### config.mk
export PLATFORM = sky130hd
export DESIGN_NAME = sprite_list_walker_unit
export DESIGN_NICKNAME = d
export VERILOG_FILES = /design/src/rtl/slw_pkg.sv /design/src/rtl/slw_regs.sv /design/src/rtl/slw_core.sv /design/src/rtl/sprite_list_walker_unit.sv
export SDC_FILE = /design/constraint.sdc
export NUM_CORES = 1
export LEC_CHECK = 0
export ABC_AREA = 0
export BUFFER_PORTS_ARGS = -buffer_cell sky130_fd_sc_hd__buf_2
export CORE_UTILIZATION = 55
export CTS_CLUSTER_SIZE = 24
export DETAILED_ROUTE_END_ITERATION = 12
export PLACE_DENSITY = 0.9
export SLEW_MARGIN = 15
export SYNTH_ARGS = -nofsm -noshare
export SYNTH_HDL_FRONTEND = slang
export SYNTH_SLANG_ARGS = --single-unit
### constraint.sdc
create_clock -name clk_i -period 16.75 [get_ports clk_i]
set_input_delay 1.675 -clock clk_i [delete_from_list [all_inputs] [get_ports clk_i]]
set_output_delay 1.675 -clock clk_i [all_outputs]
set_load 0.02 [all_outputs]
### src/rtl/slw_pkg.sv
package slw_pkg;

  localparam int ADDR_W       = 15;
  localparam int LINK_W       = 7;
  localparam int LIMIT_W      = 10;
  localparam int CALC_W       = 12;
  localparam int PADDR_W      = 4;
  localparam int PDATA_W      = 32;

  localparam int MAX_ENTRIES_DEFAULT   = 80;
  localparam int VISIBLE_LINES_DEFAULT = 224;

  localparam logic [1:0] REG_TABLE_BASE      = 2'd0;
  localparam logic [1:0] REG_WIDE_MODE       = 2'd1;
  localparam logic [1:0] REG_PRIORITY_SELECT = 2'd2;

  typedef struct packed {
    logic [31:0] attr_word_low;
    logic [31:0] attr_word_high;
  } in_item_t;

  typedef struct packed {
    logic              accepted;
    logic [ADDR_W-1:0] entry_address;
    logic [ADDR_W-1:0] next_address;
    logic              last;
  } out_item_t;

  typedef struct packed {
    logic [LINK_W-1:0] table_base;
    logic              wide_mode;
    logic              priority_select;
  } cfg_t;

endpackage

### src/rtl/slw_regs.sv
module slw_regs (
  input  logic                        clk_i,
  input  logic                        rst_ni,
  input  logic                        psel,
  input  logic                        penable,
  input  logic                        pwrite,
  input  logic [slw_pkg::PADDR_W-1:0] paddr,
  input  logic [slw_pkg::PDATA_W-1:0] pwdata,
  output logic [slw_pkg::PDATA_W-1:0] prdata,
  output logic                        pready,
  output slw_pkg::cfg_t               cfg_o
);
  import slw_pkg::*;

  cfg_t       cfg_q, cfg_d;
  logic       wr_en;
  logic [1:0] reg_idx;

  assign pready  = 1'b1;
  assign wr_en   = psel && penable && pwrite;
  assign reg_idx = paddr[PADDR_W-1:2];
  assign cfg_o   = cfg_q;

  always_comb begin
    cfg_d = cfg_q;
    if (wr_en) begin
      case (reg_idx)
        REG_TABLE_BASE:      cfg_d.table_base      = pwdata[LINK_W-1:0];
        REG_WIDE_MODE:       cfg_d.wide_mode       = pwdata[0];
        REG_PRIORITY_SELECT: cfg_d.priority_select = pwdata[0];
        default:             cfg_d = cfg_q;
      endcase
    end
  end

  always_comb begin
    case (reg_idx)
      REG_TABLE_BASE:      prdata = {{(PDATA_W-LINK_W){1'b0}}, cfg_q.table_base};
      REG_WIDE_MODE:       prdata = {{(PDATA_W-1){1'b0}}, cfg_q.wide_mode};
      REG_PRIORITY_SELECT: prdata = {{(PDATA_W-1){1'b0}}, cfg_q.priority_select};
      default:             prdata = '0;
    endcase
  end

  always_ff @(posedge clk_i or negedge rst_ni) begin
    if (!rst_ni) begin
      cfg_q <= '0;
    end else begin
      cfg_q <= cfg_d;
    end
  end

endmodule

### src/rtl/slw_core.sv
module slw_core #(
  parameter int MAX_ENTRIES   = slw_pkg::MAX_ENTRIES_DEFAULT,
  parameter int VISIBLE_LINES = slw_pkg::VISIBLE_LINES_DEFAULT
) (
  input  logic               clk_i,
  input  logic               rst_ni,
  input  slw_pkg::cfg_t      cfg_i,
  input  slw_pkg::in_item_t  item_i,
  input  logic               step_i,
  output slw_pkg::out_item_t result_o
);
  import slw_pkg::*;

  localparam logic [LINK_W-1:0]  MaxCount  = LINK_W'(MAX_ENTRIES);
  localparam logic [LIMIT_W-1:0] BotReset  = LIMIT_W'(VISIBLE_LINES);

  logic [LINK_W-1:0]  link_q, link_d, count_q, count_d, count_inc, link;
  logic [LIMIT_W-1:0] top_q, top_d, bot_q, bot_d, mf_q, mf_d, mt_q, mt_d;
  logic               held_q, held_d;
  logic [ADDR_W-1:0]  base, entry_addr, link_addr;
  logic               last;

  logic signed [CALC_W-1:0] top_s, bot_s, sy, to, mf, mt, sy_m, to_m, hgt, x, maxw;
  logic [2:0]               cells;
  logic                     visible, is_mask, acc;

  assign base = {cfg_i.table_base[LINK_W-1:1],
                 cfg_i.table_base[0] & ~cfg_i.wide_mode, 8'b0};
  assign link = item_i.attr_word_low[22:16];

  assign entry_addr = ADDR_W'(base + {6'b0, link_q, 2'b0}) & 15'h7ffc;
  assign link_addr  = ADDR_W'(base + {6'b0, link, 2'b0}) & 15'h7ffc;

  assign count_inc = count_q + 7'd1;
  assign last      = (link == '0) || (count_inc >= MaxCount);

  always_comb begin
    top_s   = $signed({{(CALC_W-LIMIT_W){top_q[LIMIT_W-1]}}, top_q});
    bot_s   = $signed({{(CALC_W-LIMIT_W){bot_q[LIMIT_W-1]}}, bot_q});
    mf      = $signed({{(CALC_W-LIMIT_W){mf_q[LIMIT_W-1]}}, mf_q});
    mt      = $signed({{(CALC_W-LIMIT_W){mt_q[LIMIT_W-1]}}, mt_q});
    cells   = {1'b0, item_i.attr_word_low[25:24]} + 3'd1;
    hgt     = $signed({6'b0, cells, 3'b0});
    sy      = $signed({3'b0, item_i.attr_word_low[8:0]}) - 12'sd128;
    to      = sy + hgt;
    visible = !(to <= top_s || sy > bot_s);
    is_mask = (item_i.attr_word_high[24:16] == 9'd0);
    x       = $signed({3'b0, item_i.attr_word_high[24:16]}) - 12'sd120;
    maxw    = cfg_i.wide_mode ? 12'sd328 : 12'sd264;
    acc     = 1'b0;
    sy_m    = sy;
    to_m    = to;

    top_d  = top_q;
    bot_d  = bot_q;
    mf_d   = mf_q;
    mt_d   = mt_q;
    held_d = held_q;

    if (visible) begin
      if (is_mask) begin
        if (held_q) begin
          if (mt + 12'sd1 >= sy && mt <= to && mf < sy) begin
            sy_m = mf;
          end else if (mf - 12'sd1 <= to && mf >= sy && mt > to) begin
            to_m = mt;
          end
        end
        if (sy_m <= top_s && to_m + 12'sd1 > top_s) begin
          top_d = LIMIT_W'(to_m + 12'sd1);
        end else if (to_m >= bot_s && sy_m - 12'sd1 < bot_s) begin
          bot_d = LIMIT_W'(sy_m - 12'sd1);
        end else begin
          mf_d   = LIMIT_W'(sy_m);
          mt_d   = LIMIT_W'(to_m);
          held_d = 1'b1;
        end
      end else if (item_i.attr_word_high[15] == cfg_i.priority_select) begin
        acc = !(x <= -12'sd24 || x >= maxw);
      end
    end

    if (last) begin
      link_d  = '0;
      count_d = '0;
      top_d   = '0;
      bot_d   = BotReset;
      mf_d    = '0;
      mt_d    = '0;
      held_d  = 1'b0;
    end else begin
      link_d  = link;
      count_d = count_inc;
    end
  end

  assign result_o.accepted      = acc;
  assign result_o.entry_address = entry_addr;
  assign result_o.next_address  = last ? (base & 15'h7ffc) : link_addr;
  assign result_o.last          = last;

  always_ff @(posedge clk_i or negedge rst_ni) begin
    if (!rst_ni) begin
      link_q  <= '0;
      count_q <= '0;
      top_q   <= '0;
      bot_q   <= BotReset;
      mf_q    <= '0;
      mt_q    <= '0;
      held_q  <= 1'b0;
    end else if (step_i) begin
      link_q  <= link_d;
      count_q <= count_d;
      top_q   <= top_d;
      bot_q   <= bot_d;
      mf_q    <= mf_d;
      mt_q    <= mt_d;
      held_q  <= held_d;
    end
  end

endmodule

### src/rtl/sprite_list_walker_unit.sv
// Sprite attribute list walker: each request is one two-word sprite entry fetched at the
// next_address of the previous result (the table base after reset or after last). The block
// clips against the vertical limits, handles zero-x mask entries, flags visible sprites of the
// selected priority and returns one result per request, one entry per cycle unless the output
// stalls. Each entry passes the input register, then the result register, with the walk state
// (link, count, limits, mask range) updated as an entry leaves the input register. The user
// must write configuration through the APB port only while the walker is idle; not enforced.
module sprite_list_walker_unit #(
  parameter int MAX_ENTRIES   = slw_pkg::MAX_ENTRIES_DEFAULT,
  parameter int VISIBLE_LINES = slw_pkg::VISIBLE_LINES_DEFAULT
) (
  input  logic                        clk_i,
  input  logic                        rst_ni,
  input  logic                        psel,
  input  logic                        penable,
  input  logic                        pwrite,
  input  logic [slw_pkg::PADDR_W-1:0] paddr,
  input  logic [slw_pkg::PDATA_W-1:0] pwdata,
  output logic [slw_pkg::PDATA_W-1:0] prdata,
  output logic                        pready,
  input  logic                        in_valid_i,
  output logic                        in_ready_o,
  input  slw_pkg::in_item_t           in_data_i,
  output logic                        out_valid_o,
  input  logic                        out_ready_i,
  output slw_pkg::out_item_t          out_data_o
);
  import slw_pkg::*;

  cfg_t      cfg;
  in_item_t  in_q;
  out_item_t out_q, result;
  logic      in_valid_q, in_valid_d, out_valid_q, out_valid_d, adv, in_take;

  slw_regs u_regs (
    .clk_i   (clk_i),
    .rst_ni  (rst_ni),
    .psel    (psel),
    .penable (penable),
    .pwrite  (pwrite),
    .paddr   (paddr),
    .pwdata  (pwdata),
    .prdata  (prdata),
    .pready  (pready),
    .cfg_o   (cfg)
  );

  slw_core #(
    .MAX_ENTRIES   (MAX_ENTRIES),
    .VISIBLE_LINES (VISIBLE_LINES)
  ) u_core (
    .clk_i    (clk_i),
    .rst_ni   (rst_ni),
    .cfg_i    (cfg),
    .item_i   (in_q),
    .step_i   (adv),
    .result_o (result)
  );

  assign adv         = in_valid_q && (!out_valid_q || out_ready_i);
  assign in_ready_o  = !in_valid_q || adv;
  assign in_take     = in_valid_i && in_ready_o;
  assign in_valid_d  = in_take || (in_valid_q && !adv);
  assign out_valid_d = adv || (out_valid_q && !out_ready_i);
  assign out_valid_o = out_valid_q;
  assign out_data_o  = out_q;

  always_ff @(posedge clk_i or negedge rst_ni) begin
    if (!rst_ni) begin
      in_valid_q  <= 1'b0;
      out_valid_q <= 1'b0;
    end else begin
      in_valid_q  <= in_valid_d;
      out_valid_q <= out_valid_d;
    end
  end

  always_ff @(posedge clk_i) begin
    if (in_take) begin
      in_q <= in_data_i;
    end
    if (adv) begin
      out_q <= result;
    end
  end

endmodule

==> results.md, run 1 <==
Drt:
- The via count is 8,114.
- The final routed DRC violation total is 0.
- The first routing iteration left 1,012 violations.
- After detailed routing, the total wire length is 25.3 mm.
- The number of detailed-routing iterations run before antenna repair is 7.
- The average vias per placed instance is 6.40.
- After detailed routing, the average wire length per cell comes to 19.9 µm.
- The remaining number of nets flagged by the antenna check after routing is 0.

Synthesis:
- The compound-gate portion of the synthesized area is 0.152.
- The biggest area contributor in the post-synthesis netlist is edfxtp_1.
- The number of warnings printed during yosys synthesis is 0.
- By area the synthesized netlist is led by edfxtp_1 (18%), dfrtp_1 (17%), ha_1 (16%).
- The mux cell area share after synthesis is 0.0626.
- The xor and xnor area share after synthesis is 0.0485.
- The post-synth design cell area is 0.00950 mm².
- Sorting the synthesized cells by how often they occur yields ha_1 (119), inv_1 (98), dfrtp_1 (63), nand2_1 (58), edfxtp_1 (56).
- The dominant register cell in the synthesized netlist is dfrtp_1.
- After synthesis, the largest family of logic cells by area is adder cells.
- The count of state elements after synthesis is 122.
- Of the total synthesized cell area, the portion taken by full adders, half adders and majority gates is 0.159.
- In the post-synthesis netlist, the cell with the most instances is ha_1.
- The cell count after synthesis came out at 955.
- The post-synthesis cell type count is 79.
- The share of the Yosys chip area taken by registers is 0.351.
- The async set or reset register ratio after synthesis is 0.541.
- The area share of and/or/nand/nor cells after synthesis is 0.149.
- Counting flops with a built-in enable in the synthesized netlist gives 56.
- In this run the mean area of a mapped cell was 9.94 µm².
- The area share of the largest cell type after synthesis is 0.177.

Clock tree:
- After clock tree synthesis, the clock-pin slew on the worst setup and hold paths is 0.06 ns.
- Hold repair after CTS inserted 0 buffers.
- Counting the buffers created by CTS gives 17.
- Post-CTS timing repair inserted 0 buffers for setup.
- The clock net in this run drives a total of 122 sinks.
- For the worst-skew pair, the clock arrives at the later sink with an insertion delay of 0.43 ns.
- The clock tree from TritonCTS is built.
- Once the clock tree was built, the resizer swapped 0 gates to a different size.
- The cell chosen for the clock root is clkbuf_16.
- No sink is reached through more buffers than the 2 on the longest clock path.
- The number of H-tree levels is 4.

Die:
- The die is 133 µm wide.
- The floorplan has 47 rows.
- The die area is 0.0178 mm².
- The number of top-level pins is 174.
- The floorplan step defined a core boundary enclosing 0.0167 mm².
- From bottom edge to top edge, the die measures 133 µm.
- The starting density of the core is 0.569.

STA:
- The worst pin sits at a relative slew slack of 0.371.
- The shortest period the worst path allows is 8.35 ns.
- Setup repair after global routing left no endpoint under its margin.
- The final total negative setup slack is 0 ns.
- The number of hold violations in the final report was 0.
- The final-report setup violation count is 0.
- The number of pins with negative max-slew slack in the final report is 0.
- The maximum clock skew at final layout is 0.0117 ns.
- Of the available clock period, the critical path in the final layout requires 0.499.
- Timing would allow up to 0.120 GHz.
- The pin slew with the least headroom to its limit is 0.936 ns.

Placed design:
- The wire-length estimate of the detail-placed layout is 18.5 mm.
- The count of buffers from port buffering is 80.
- The cell total after placement is 1,236.
- Routability-driven placement finished with a final weighted congestion of 0.968.

Worst setup path:
- In this run the critical register-to-register path is captured at u_core.mt_q[2].
- STA puts the critical path data required time at 17.07 ns.
- In this run the critical register-to-register path is launched from in_q[56].
- The number of cells on the worst reg-to-reg path is 29.
- Together, buffers and inverters on the worst path number 3.
- The library cell contributing the largest single delay on the critical path is nand3_2.
- The minimum setup slack among reg-to-reg paths is 8.40 ns.
- The critical path capture point type is a register.
- The worst setup path is of the register to register kind.
- In this design, the stage delay of the slowest critical-path cell is 0.54 ns.
- The launching element type of the critical path is a register.
- The largest delay contributor family on the critical path is compound AO/OA/AOI/OAI gates.
- The cell repeated most along the worst path is ha_1.
- At the worst endpoint, the arrival time is 8.67 ns.
- Of all nets on the critical path, the largest fanout is 20.

GRT:
- The initial antenna violation count was 0.
- The total congestion overflow is 0.
- For this run, the total global-route usage over all layers was measured as 0.295.
- The first global-routing pass estimated 40.6 mm of wire.
- The via count of the first global-routing pass is 7,835.
- Entering global routing, the biggest net connects 67 pins.

Min path:
- The worst hold path endpoint is out_data_o[23].
- The depth of the worst hold-timing path is 0.
- In this run the most critical hold path is launched from u_core.link_q[5].
- The class of the tightest hold or removal check is register to register.

Final layout:
- 0 antenna diodes ended up in the layout.
- The finished layout holds 1,268 standard cells, fillers aside.
- The area overhead of the layout relative to synthesis is 11.3%.
- In the final design database the tool counted 1,262 nets.
- The number of filler instances in the final layout is 1,284.
- In the final layout, the share of cells above drive strength 1 is 0.148.

Power:
- The worst ir drop on vdd is 0.104 mV.
- The analysis attributes to cell leakage a power of 4.78 nW.
- Power spread over the standard cell area amounts to 143 mW/mm².

Flow run:
- The number of violations of the max-capacitance limit is 0.

Status:
- The flow ran to the end, and the final reports show no timing, DRC or antenna violations.
## report_power, final
group | internal, mW | leakage, nW | switching (mW)
logic | 0.267 | 3.12 | 0.404
registers | 0.387 | 1.38 | 0.0815
clock network | 0.228 | 0.283 | 0.145
total | 0.883 | 4.78 | 0.630
## routing by layer
| layer | part of all wire | vias up | GRT usage |
|---|---|---|---|
| met5 | 0 | - | 0 |
| met4 | 0.041 | 0 | 0.141 |
| met3 | 0.094 | 116 | 0.0662 |
| met2 | 0.47 | 520 | 0.471 |
| met1 | 0.40 | 3845 | 0.379 |
| li1 | - | 3633 | - |
## worst max path at each step
stage | to | startpoint | depth (start not counted)
final | u_core.mt_q[2] | in_q[56] | 29
after global routing | u_core.mf_q[5] | in_q[56] | 31
after CTS | u_core.mt_q[2] | in_q[56] | 29
after detailed placement | u_core.bot_q[0] | in_q[56] | 29
after global placement | u_core.bot_q[4] | in_q[56] | 29
after floorplan | u_core.bot_q[0] | in_q[56] | 31
## cell families after synthesis
group,after synthesis
other,2
XOR/XNOR,51
multiplexers,54
flip-flops,122
AND/OR/NAND/NOR,263
buffers and inverters,153
AO/OA/AOI/OAI,190
adder cells (fa/ha/maj),120
## through the flow
| step | total power, mW | setup slack [ns] | utilization | hold WS (ns) | instance area (µm²) |
|---|---|---|---|---|---|
| floorplan | 0.940 | 9.61 | - | 0.421 | 9600 |
| global placement | 1.07 | 8.86 | 0.597 | 0.426 | 9970 |
| detailed placement | 1.11 | 8.66 | 0.597 | 0.432 | 9970 |
| CTS | 1.49 | 8.60 | 0.633 | 0.446 | 10600 |
| global route | 1.59 | 7.99 | 0.633 | 0.461 | 10600 |
| finish | 1.51 | 8.40 | 0.633 | 0.449 | 10600 |
## registers in the layout, indices dropped and copies added, names as in the netlist
| register | cells |
|---|---|
| in_valid_q | 1 |
| out_data_o | 28 |
| out_valid_o | 1 |
| u_core.held_q | 1 |
| u_core.mf_q | 10 |
| u_core.top_q | 10 |
| u_core.bot_q | 10 |
| u_regs.cfg_o | 9 |
| u_core.mt_q | 10 |
| in_q | 28 |
| u_core.link_q | 7 |
| u_core.count_q | 7 |
## worst register-to-register path, delay by kind of cell, from the launching register on
family	cells	cell delay (ns)
compound gates	9	2.43
xor+xnor	1	0.39
fa+ha+maj	5	1.66
buf+inv	3	0.54
flops	1	0.39
mux	2	0.78
simple gates	9	2.05
## cell usage in the layout (no fill, tap or decap), drive strengths merged, types with 15 or more instances in the layout
cell    instances
a21oi          23
a22o           15
and2           16
buf            86
clkbuf         20
conb           30
dfrtp          63
edfxtp         56
ha            119
inv           100
mux2           20
mux2i          34
nand2          58
nand3          43
nand4          32
nor2           31
nor3           20
o21a           16
o21ai          29
o32ai          18
xnor2          38
## final cells by class
type / instances / area (µm²) / area share
Clock buffer: 20 / 457 / 0.0432
Clock inverter: 12 / 140 / 0.0133
Inverter: 100 / 375 / 0.0355
Multi-Input combinational cell: 708 / 5540 / 0.524
Sequential cell: 122 / 3340 / 0.316
Tap cell: 220 / 275 / 0.0260
Timing Repair Buffer: 86 / 445 / 0.0421
Note: power is estimated with default switching activity, not from simulation.
==> run 2, diff against run 1 <==
- clock period: 16.75 -> 7.76 ns (I/O delays scaled with it)
==> run 2 against run 1 <==
Against the previous run: combinational power up 120%; critical path depth decreased by 3; clock power up 110%; sequential share of layout area decreased by 0.53 points; sequential cell count unchanged; global-route usage is 0.36 points lower; largest power group unchanged.
==> results.md, run 2 (synthesized netlist as in run 1, its figures left out) <==
STA:
- The number of hold violations in the final report came to 0 (unchanged).
- The headroom to the max-slew limit is 0.373 (was 0.371).
- The share of the clock period used by the worst path after layout is 0.984 (was 0.499).
- The final-layout worst hold slack is 0.448 ns (was 0.449 ns).
- The maximum clock skew at final layout came to 0.00886 ns (was 0.0117 ns).
- The final total negative setup slack is 0 ns (unchanged).
- The number of pins with negative max-slew slack in the final report is 0 (unchanged).
- The final-report setup violation count is 0 (unchanged).
- The pin slew with the least headroom to its limit is 0.941 ns (was 0.936 ns).
- The timing-limited maximum frequency is 0.131 GHz (was 0.120 GHz).
- The shortest period the worst path allows is 7.64 ns (was 8.35 ns).

Placed design:
- The total placed instance area is 0.0101 mm² (was 0.00997 mm²).
- The final weighted congestion in routability-driven placement came to 0.972 (was 0.968).
- The detailed-placement wirelength estimate is 18.7 mm (was 18.5 mm).
- The count of buffers from port buffering is 80 (unchanged).

GRT:
- The met1 layer usage reported by global route was 0.353 (was 0.379).
- The via count of the first global-routing pass is 8,008 (was 7,835).
- The wire length of the first global-routing pass is 40.1 mm (was 40.6 mm).
- The met2 usage in global routing is 0.480 (was 0.471).
- The maximum number of pins on one net before global-route repair is 67 (unchanged).
- The routing usage on met3 came to 0.0731 (was 0.0662).
- The busiest layer in global routing is met2 (unchanged).
- The total congestion overflow is 0 (unchanged).
- The initial antenna violation count is 0 (unchanged).
- The combined global-route utilization of all metal layers is 0.291 (was 0.295).

Power:
- The power share of the sequential group is 0.307 (was 0.310).
- The switching power as a share of total power is 0.421 (was 0.416).
- The worst ir drop on vdd is 0.205 mV (was 0.104 mV).
- The relative contribution of combinational cells to total power was 0.458 (was 0.444).
- The internal power component was 1.90 mW (was 883 µW).
- The leakage component of the power is 4.85 nW (was 4.78 nW).
- The power share of the clock group is 0.235 (was 0.246).
- The overall power came to 3.28 mW (was 1.51 mW).
- The net switching component of the power is 1.38 mW (was 630 µW).
- The power density over the cells is 305 mW/mm² (was 143 mW/mm²).

Final layout:
- The most frequent standard cell in the layout excluding fill and tap cells was ha_1 (unchanged).
- The final layout net count is 1,276 (was 1,262).
- The summed area of non-filler cells in the final layout is 0.0108 mm² (was 0.0106 mm²).
- The count of inserted antenna diode cells is 0 (unchanged).
- The area overhead of the layout relative to synthesis is 13.2% (was 11.3%).
- The share of post-route cells with drive strength above 1 was 0.169 (was 0.148).
- Highest-count cells in the layout ignoring fill and taps: ha_1 (117), inv_1 (98), buf_2 (80), dfrtp_1 (63), nand2_1 (58) (was ha_1 (119), inv_1 (98), buf_2 (80), dfrtp_1 (63), nand2_1 (58)).

Status:
- Result of the run: completed (unchanged).

Die:
- The vertical die dimension is 133 µm (unchanged).
- The horizontal die dimension is 133 µm (unchanged).
- The placeable core region was 0.0167 mm² (unchanged).
- The die area was 0.0178 mm² (unchanged).
- The floorplan row count is 47 (unchanged).
- The number of top-level pins came to 174 (unchanged).
- The starting density of the core came to 0.569 (unchanged).

Drt:
- The remaining number of nets flagged by the antenna check after routing was 0 (unchanged).
- The wire length after detailed routing is 25.5 mm (was 25.3 mm).
- The number of detailed-routing iterations run before antenna repair is 8 (was 7).
- The average vias per placed instance came to 6.36 (was 6.40).
- The number of design-rule violations left by the first detailed-router iteration was 906 (was 1,012).
- The final routed DRC violation total came to 0 (unchanged).
- The via count is 8,152 (was 8,114).
- The routed length per placed instance is 19.9 µm (about the same).

Clock tree:
- The cell chosen for the clock root is clkbuf_16 (unchanged).
- The clock edge transition at the registers on the reported setup and hold paths is 0.06 ns (about the same).
- The sink count of the clock tree is 122 (unchanged).
- The clock latency at the later pin of the worst-skew pair is 0.43 ns (about the same).
- The number of H-tree levels is 4 (unchanged).
- The number of buffers between clock root and the deepest sink came to 2 (unchanged).
- The number of CTS-inserted buffers is 17 (unchanged).
- The clock tree from TritonCTS was built (unchanged).
- The post-cts hold buffer count is 0 (unchanged).

Worst setup path:
- The critical path capture point type is a register (unchanged).
- The launching element type of the critical path is a register (unchanged).
- The worst-path maximum fanout came to 19 (was 20).
- The classification of the worst setup path is register to register (unchanged).
- The arrival time at the worst endpoint is 7.95 ns (was 8.67 ns).
- The worst path required time was 8.07 ns (was 17.07 ns).

Flow run:
- The number of violations of the max-capacitance limit is 0 (unchanged).

Min path:
- The class of the tightest hold or removal check is register to register (unchanged).
[run 2: cell type report]
class                      count  area, µm²
fill                        1269       5950
multi-input combinational    708       5610
sequential                   122       3340
timing repair buffer         100        576
clock buffer                  20        457
inverter                     100        375
tap                          220        275
clock inverter                12        118
[run 2: path summary, 6_finish.rpt]
check | start | endpoint | slack [ns] | depth (start not counted)
min in group asynchronous | rst_ni | u_core.link_q[0] | 0.56 | 2
min reg2reg | u_core.link_q[3] | out_data_o[21] | 0.45 | 0
max | in_q[56] | u_core.mt_q[5] | 0.12 | 26
min | u_core.link_q[3] | out_data_o[21] | 0.45 | 0
max reg2reg | in_q[56] | u_core.mt_q[5] | 0.12 | 26
max in group asynchronous | rst_ni | u_core.bot_q[4] | 6.57 | 2
[run 2: timing repair]
item                                    in CTS  in global routing
pin swaps                                    0                  1
gates resized for setup                      0                 16
setup buffers                                0                  2
cloned                                       0                  0
endpoints found under the setup margin       6                 41
[run 2: metrics by stage]
stage          utilization  worst slack (ns)  std cells
6_report             0.644             0.122       1282
5_1_grt              0.644          -0.00777       1282
4_1_cts              0.637           -0.0250       1280
3_5_place_dp         0.603           0.00418       1248
3_3_place_gp         0.603             0.153       1248
2_1_floorplan            -             0.619        983
[run 2: power by group through the flow]
stage                     sequential (mW)  combinational (mW)  clock, mW
after floorplan                     0.980                1.05          0
after global placement              0.995                1.33          0
after detailed placement             1.00                1.40          0
after CTS                           0.997                1.42      0.775
after global routing                 1.02                1.63      0.806
final                                1.01                1.50      0.772
[run 2: worst max-delay path: stages (launching register included)]
cell and delay [ns]:
edfxtp_1 0.39, ha_1 0.35, ha_1 0.31, a211o_1 0.33, and3_1 0.21, nand2_1 0.12
xnor2_2 0.17, inv_1 0.13, ha_1 0.36, nand4_1 0.12, mux2_2 0.29, a2111o_1 0.39
or2_0 0.25, a31oi_2 0.30, nand3_2 0.18, buf_4 0.28, mux2i_1 0.52, inv_1 0.10
ha_1 0.32, a21o_1 0.19, a2111oi_0 0.66, nor3b_1 0.29, a22o_1 0.22, or2_2 0.19
nand2b_1 0.28, nand3_4 0.32, o32ai_1 0.25
[run 2: metal layers]
layer / wire length [µm] / vias to the layer above / part of all wire
li1: - / 3671 / -
met1: 9870 / 3846 / 0.39
met2: 12000 / 529 / 0.47
met3: 2560 / 106 / 0.10
met4: 1060 / 0 / 0.042
met5: 0 / - / 0
==> run 3, diff against run 2 <==
- SETUP_SLACK_MARGIN: not set -> 0.15
==> run 3 against run 2 <==
Against the previous run: clock-buffer cell count stayed put; via count grew 1.6%; routed wire length is 2.5% higher; die area did not move; sequential power barely moved; sequential cell count stayed put; clock power about the same; clock skew grew 0.0028 ns; worst setup slack better by 0.056 ns; design area up 0.78%; global-route usage hardly changed; worst hold slack hardly changed.
==> results.md, run 3 (synthesized netlist as in run 1, its figures left out) <==
Status:
- Result of the run: completed (unchanged).

Min path:
- The depth of the worst hold-timing path is 0 (unchanged).
- The class of the tightest hold or removal check is register to register (unchanged).
- The worst hold path endpoint is out_data_o[21] (unchanged).
- The hold path startpoint is u_core.link_q[3] (unchanged).

Drt:
- The routed length per placed instance is 20.3 µm (was 19.9 µm).
- The average vias per placed instance is 6.43 (was 6.36).
- The final routed DRC violation total is 0 (unchanged).
- The number of design-rule violations left by the first detailed-router iteration is 1,041 (was 906).
- The number of detailed-routing iterations run before antenna repair is 6 (was 8).
- The remaining number of nets flagged by the antenna check after routing is 0 (unchanged).
- The via count is 8,280 (was 8,152).
- The wire length after detailed routing was 26.1 mm (was 25.5 mm).

GRT:
- The busiest layer in global routing was met2 (unchanged).
- The maximum number of pins on one net before global-route repair is 67 (unchanged).
- The met2 usage in global routing is 0.481 (was 0.480).
- The met1 layer usage reported by global route is 0.354 (was 0.353).
- The combined global-route utilization of all metal layers is 0.292 (was 0.291).
- The routing usage on met3 is 0.0723 (was 0.0731).
- The total congestion overflow came to 0 (unchanged).
- The via count of the first global-routing pass was 8,017 (was 8,008).
- The initial antenna violation count is 0 (unchanged).
- The wire length of the first global-routing pass is 40.1 mm (about the same).

Worst setup path:
- The classification of the worst setup path is register to register (unchanged).
- The critical path capture point type is a register (unchanged).
- The launching element type of the critical path is a register (unchanged).
- The worst path required time is 8.04 ns (was 8.07 ns).
- The worst-path maximum fanout was 19 (unchanged).
- The launch instance of the worst register-to-register path is in_q[56] (unchanged).
- The depth of the worst register-to-register path is 23 (was 26).
- The endpoint of the most critical register-to-register path is u_core.mt_q[5] (unchanged).
- The launching instance or port of the critical path is in_q[56] (unchanged).
- The minimum setup slack among reg-to-reg paths is 0.18 ns (was 0.12 ns).
- The arrival time at the worst endpoint is 7.86 ns (was 7.95 ns).

Die:
- The vertical die dimension was 133 µm (unchanged).
- The die area is 0.0178 mm² (unchanged).
- The floorplan row count is 47 (unchanged).
- The number of top-level pins was 174 (unchanged).
- The horizontal die dimension came to 133 µm (unchanged).
- The placeable core region is 0.0167 mm² (unchanged).
- The starting density of the core is 0.569 (unchanged).

Placed design:
- The count of buffers from port buffering is 80 (unchanged).
- The final weighted congestion in routability-driven placement came to 0.972 (unchanged).
- The placement-stage worst setup slack came to 0.00418 ns (unchanged).
- The cell total after placement is 1,248 (unchanged).
- The detailed-placement wirelength estimate is 18.7 mm (unchanged).

Clock tree:
- The number of H-tree levels is 4 (unchanged).
- The post-cts hold buffer count is 0 (unchanged).
- The number of CTS-inserted buffers is 17 (unchanged).
- The clock latency at the later pin of the worst-skew pair is 0.43 ns (about the same).
- The clock edge transition at the registers on the reported setup and hold paths is 0.06 ns (about the same).
- The number of buffers between clock root and the deepest sink is 2 (unchanged).
- The sink count of the clock tree is 122 (unchanged).
- The clock tree from TritonCTS is built (unchanged).
- The cell chosen for the clock root is clkbuf_16 (unchanged).

Final layout:
- The share of post-route cells with drive strength above 1 came to 0.175 (was 0.169).
- The filler-free cell count of the finished design is 1,287 (was 1,282).
- The number of filler instances in the final layout was 1,242 (was 1,269).
- The count of inserted antenna diode cells is 0 (unchanged).
- The most frequent standard cell in the layout excluding fill and tap cells is ha_1 (unchanged).
- Highest-count cells in the layout ignoring fill and taps: ha_1 (117), inv_1 (98), buf_2 (80), dfrtp_1 (63), nand2_1 (58) (unchanged).
- The final layout net count came to 1,281 (was 1,276).
- The post-route core utilization came to 0.649 (was 0.644).
- The area overhead of the layout relative to synthesis came to 14.1% (was 13.2%).

STA:
- Setup repair after global routing left no endpoint under its margin.
- The maximum clock skew at final layout was 0.0116 ns (was 0.00886 ns).
- The final total negative setup slack is 0 ns (unchanged).
- The headroom to the max-slew limit is 0.304 (was 0.373).
- The pin slew with the least headroom to its limit is 1.02 ns (was 0.941 ns).
- The number of hold violations in the final report is 0 (unchanged).
- The final-report setup violation count was 0 (unchanged).
- The timing-limited maximum frequency was 0.132 GHz (was 0.131 GHz).
- The post-layout worst setup margin is 0.178 ns (was 0.122 ns).
- The number of pins with negative max-slew slack in the final report is 0 (unchanged).
- The shortest period the worst path allows is 7.58 ns (was 7.64 ns).
- The share of the clock period used by the worst path after layout was 0.977 (was 0.984).

Power:
- The leakage component of the power came to 4.88 nW (was 4.85 nW).
- The power density over the cells is 306 mW/mm² (was 305 mW/mm²).
- The overall power is 3.31 mW (was 3.28 mW).
- The worst ir drop on vdd came to 0.204 mV (was 0.205 mV).

Flow run:
- The number of violations of the max-capacitance limit is 0 (unchanged).
## run 3: area by class of cell
class,count,area [µm²],area share
Tap cell,220,275,0.0254
Timing Repair Buffer,105,617,0.0569
Sequential cell,122,3340,0.308
Clock buffer,20,457,0.0422
Clock inverter,12,118,0.0109
Inverter,100,375,0.0346
Multi-Input combinational cell,708,5660,0.522
## run 3: critical path, stage by stage, from the launching register on
cell       delay, ns
edfxtp_1        0.39
ha_1            0.35
ha_1            0.31
a211o_1         0.33
and3_1          0.20
nand2_1         0.12
xnor2_2         0.17
inv_1           0.13
ha_1            0.36
nand4_1         0.13
mux2_2          0.29
a2111o_1        0.39
o22ai_1         0.30
a22o_1          0.43
buf_4           0.26
mux2i_1         0.41
xor2_1          0.31
ha_1            0.30
a2111oi_0       0.90
nand2_1         0.29
nor3_1          0.41
mux2i_4         0.19
nand3_4         0.29
o32ai_1         0.16
## run 3: metrics by stage
stage	hold slack, ns	instance area (µm²)
global route	0.462	10800
CTS	0.447	10700
detailed placement	0.433	10100
finish	0.448	10800
floorplan	0.421	9600
global placement	0.426	10100
## run 3: metal layers
layer / wire (µm) / vias to the layer above
li1: - / 3678
met1: 9830 / 3949
met2: 12400 / 532
met3: 2680 / 121
met4: 1210 / 0
met5: 0 / -
## run 3: how the worst max path moves through the flow
stage	end	slack, ns
2_1_floorplan	u_core.bot_q[0]	0.62
3_3_place_gp	u_core.mf_q[8]	0.15
3_5_place_dp	u_core.mt_q[5]	0.004
4_1_cts	u_core.bot_q[2]	0.15
5_1_grt	u_core.bot_q[3]	0.05
6_report	u_core.mt_q[5]	0.18
## run 3: repair_timing
action	4_1_cts	5_1_grt
gates resized for setup	3	21
pin swaps	0	4
setup endpoints to repair	29	41
setup buffers	0	7
gates cloned	0	0
## run 3: power by group
| part | internal (mW) | leakage, nW | switching (mW) | total [mW] |
|---|---|---|---|---|
| Sequential | 0.836 | 1.38 | 0.171 | 1.01 |
| Clock | 0.460 | 0.271 | 0.314 | 0.773 |
| Combinational | 0.620 | 3.23 | 0.911 | 1.53 |
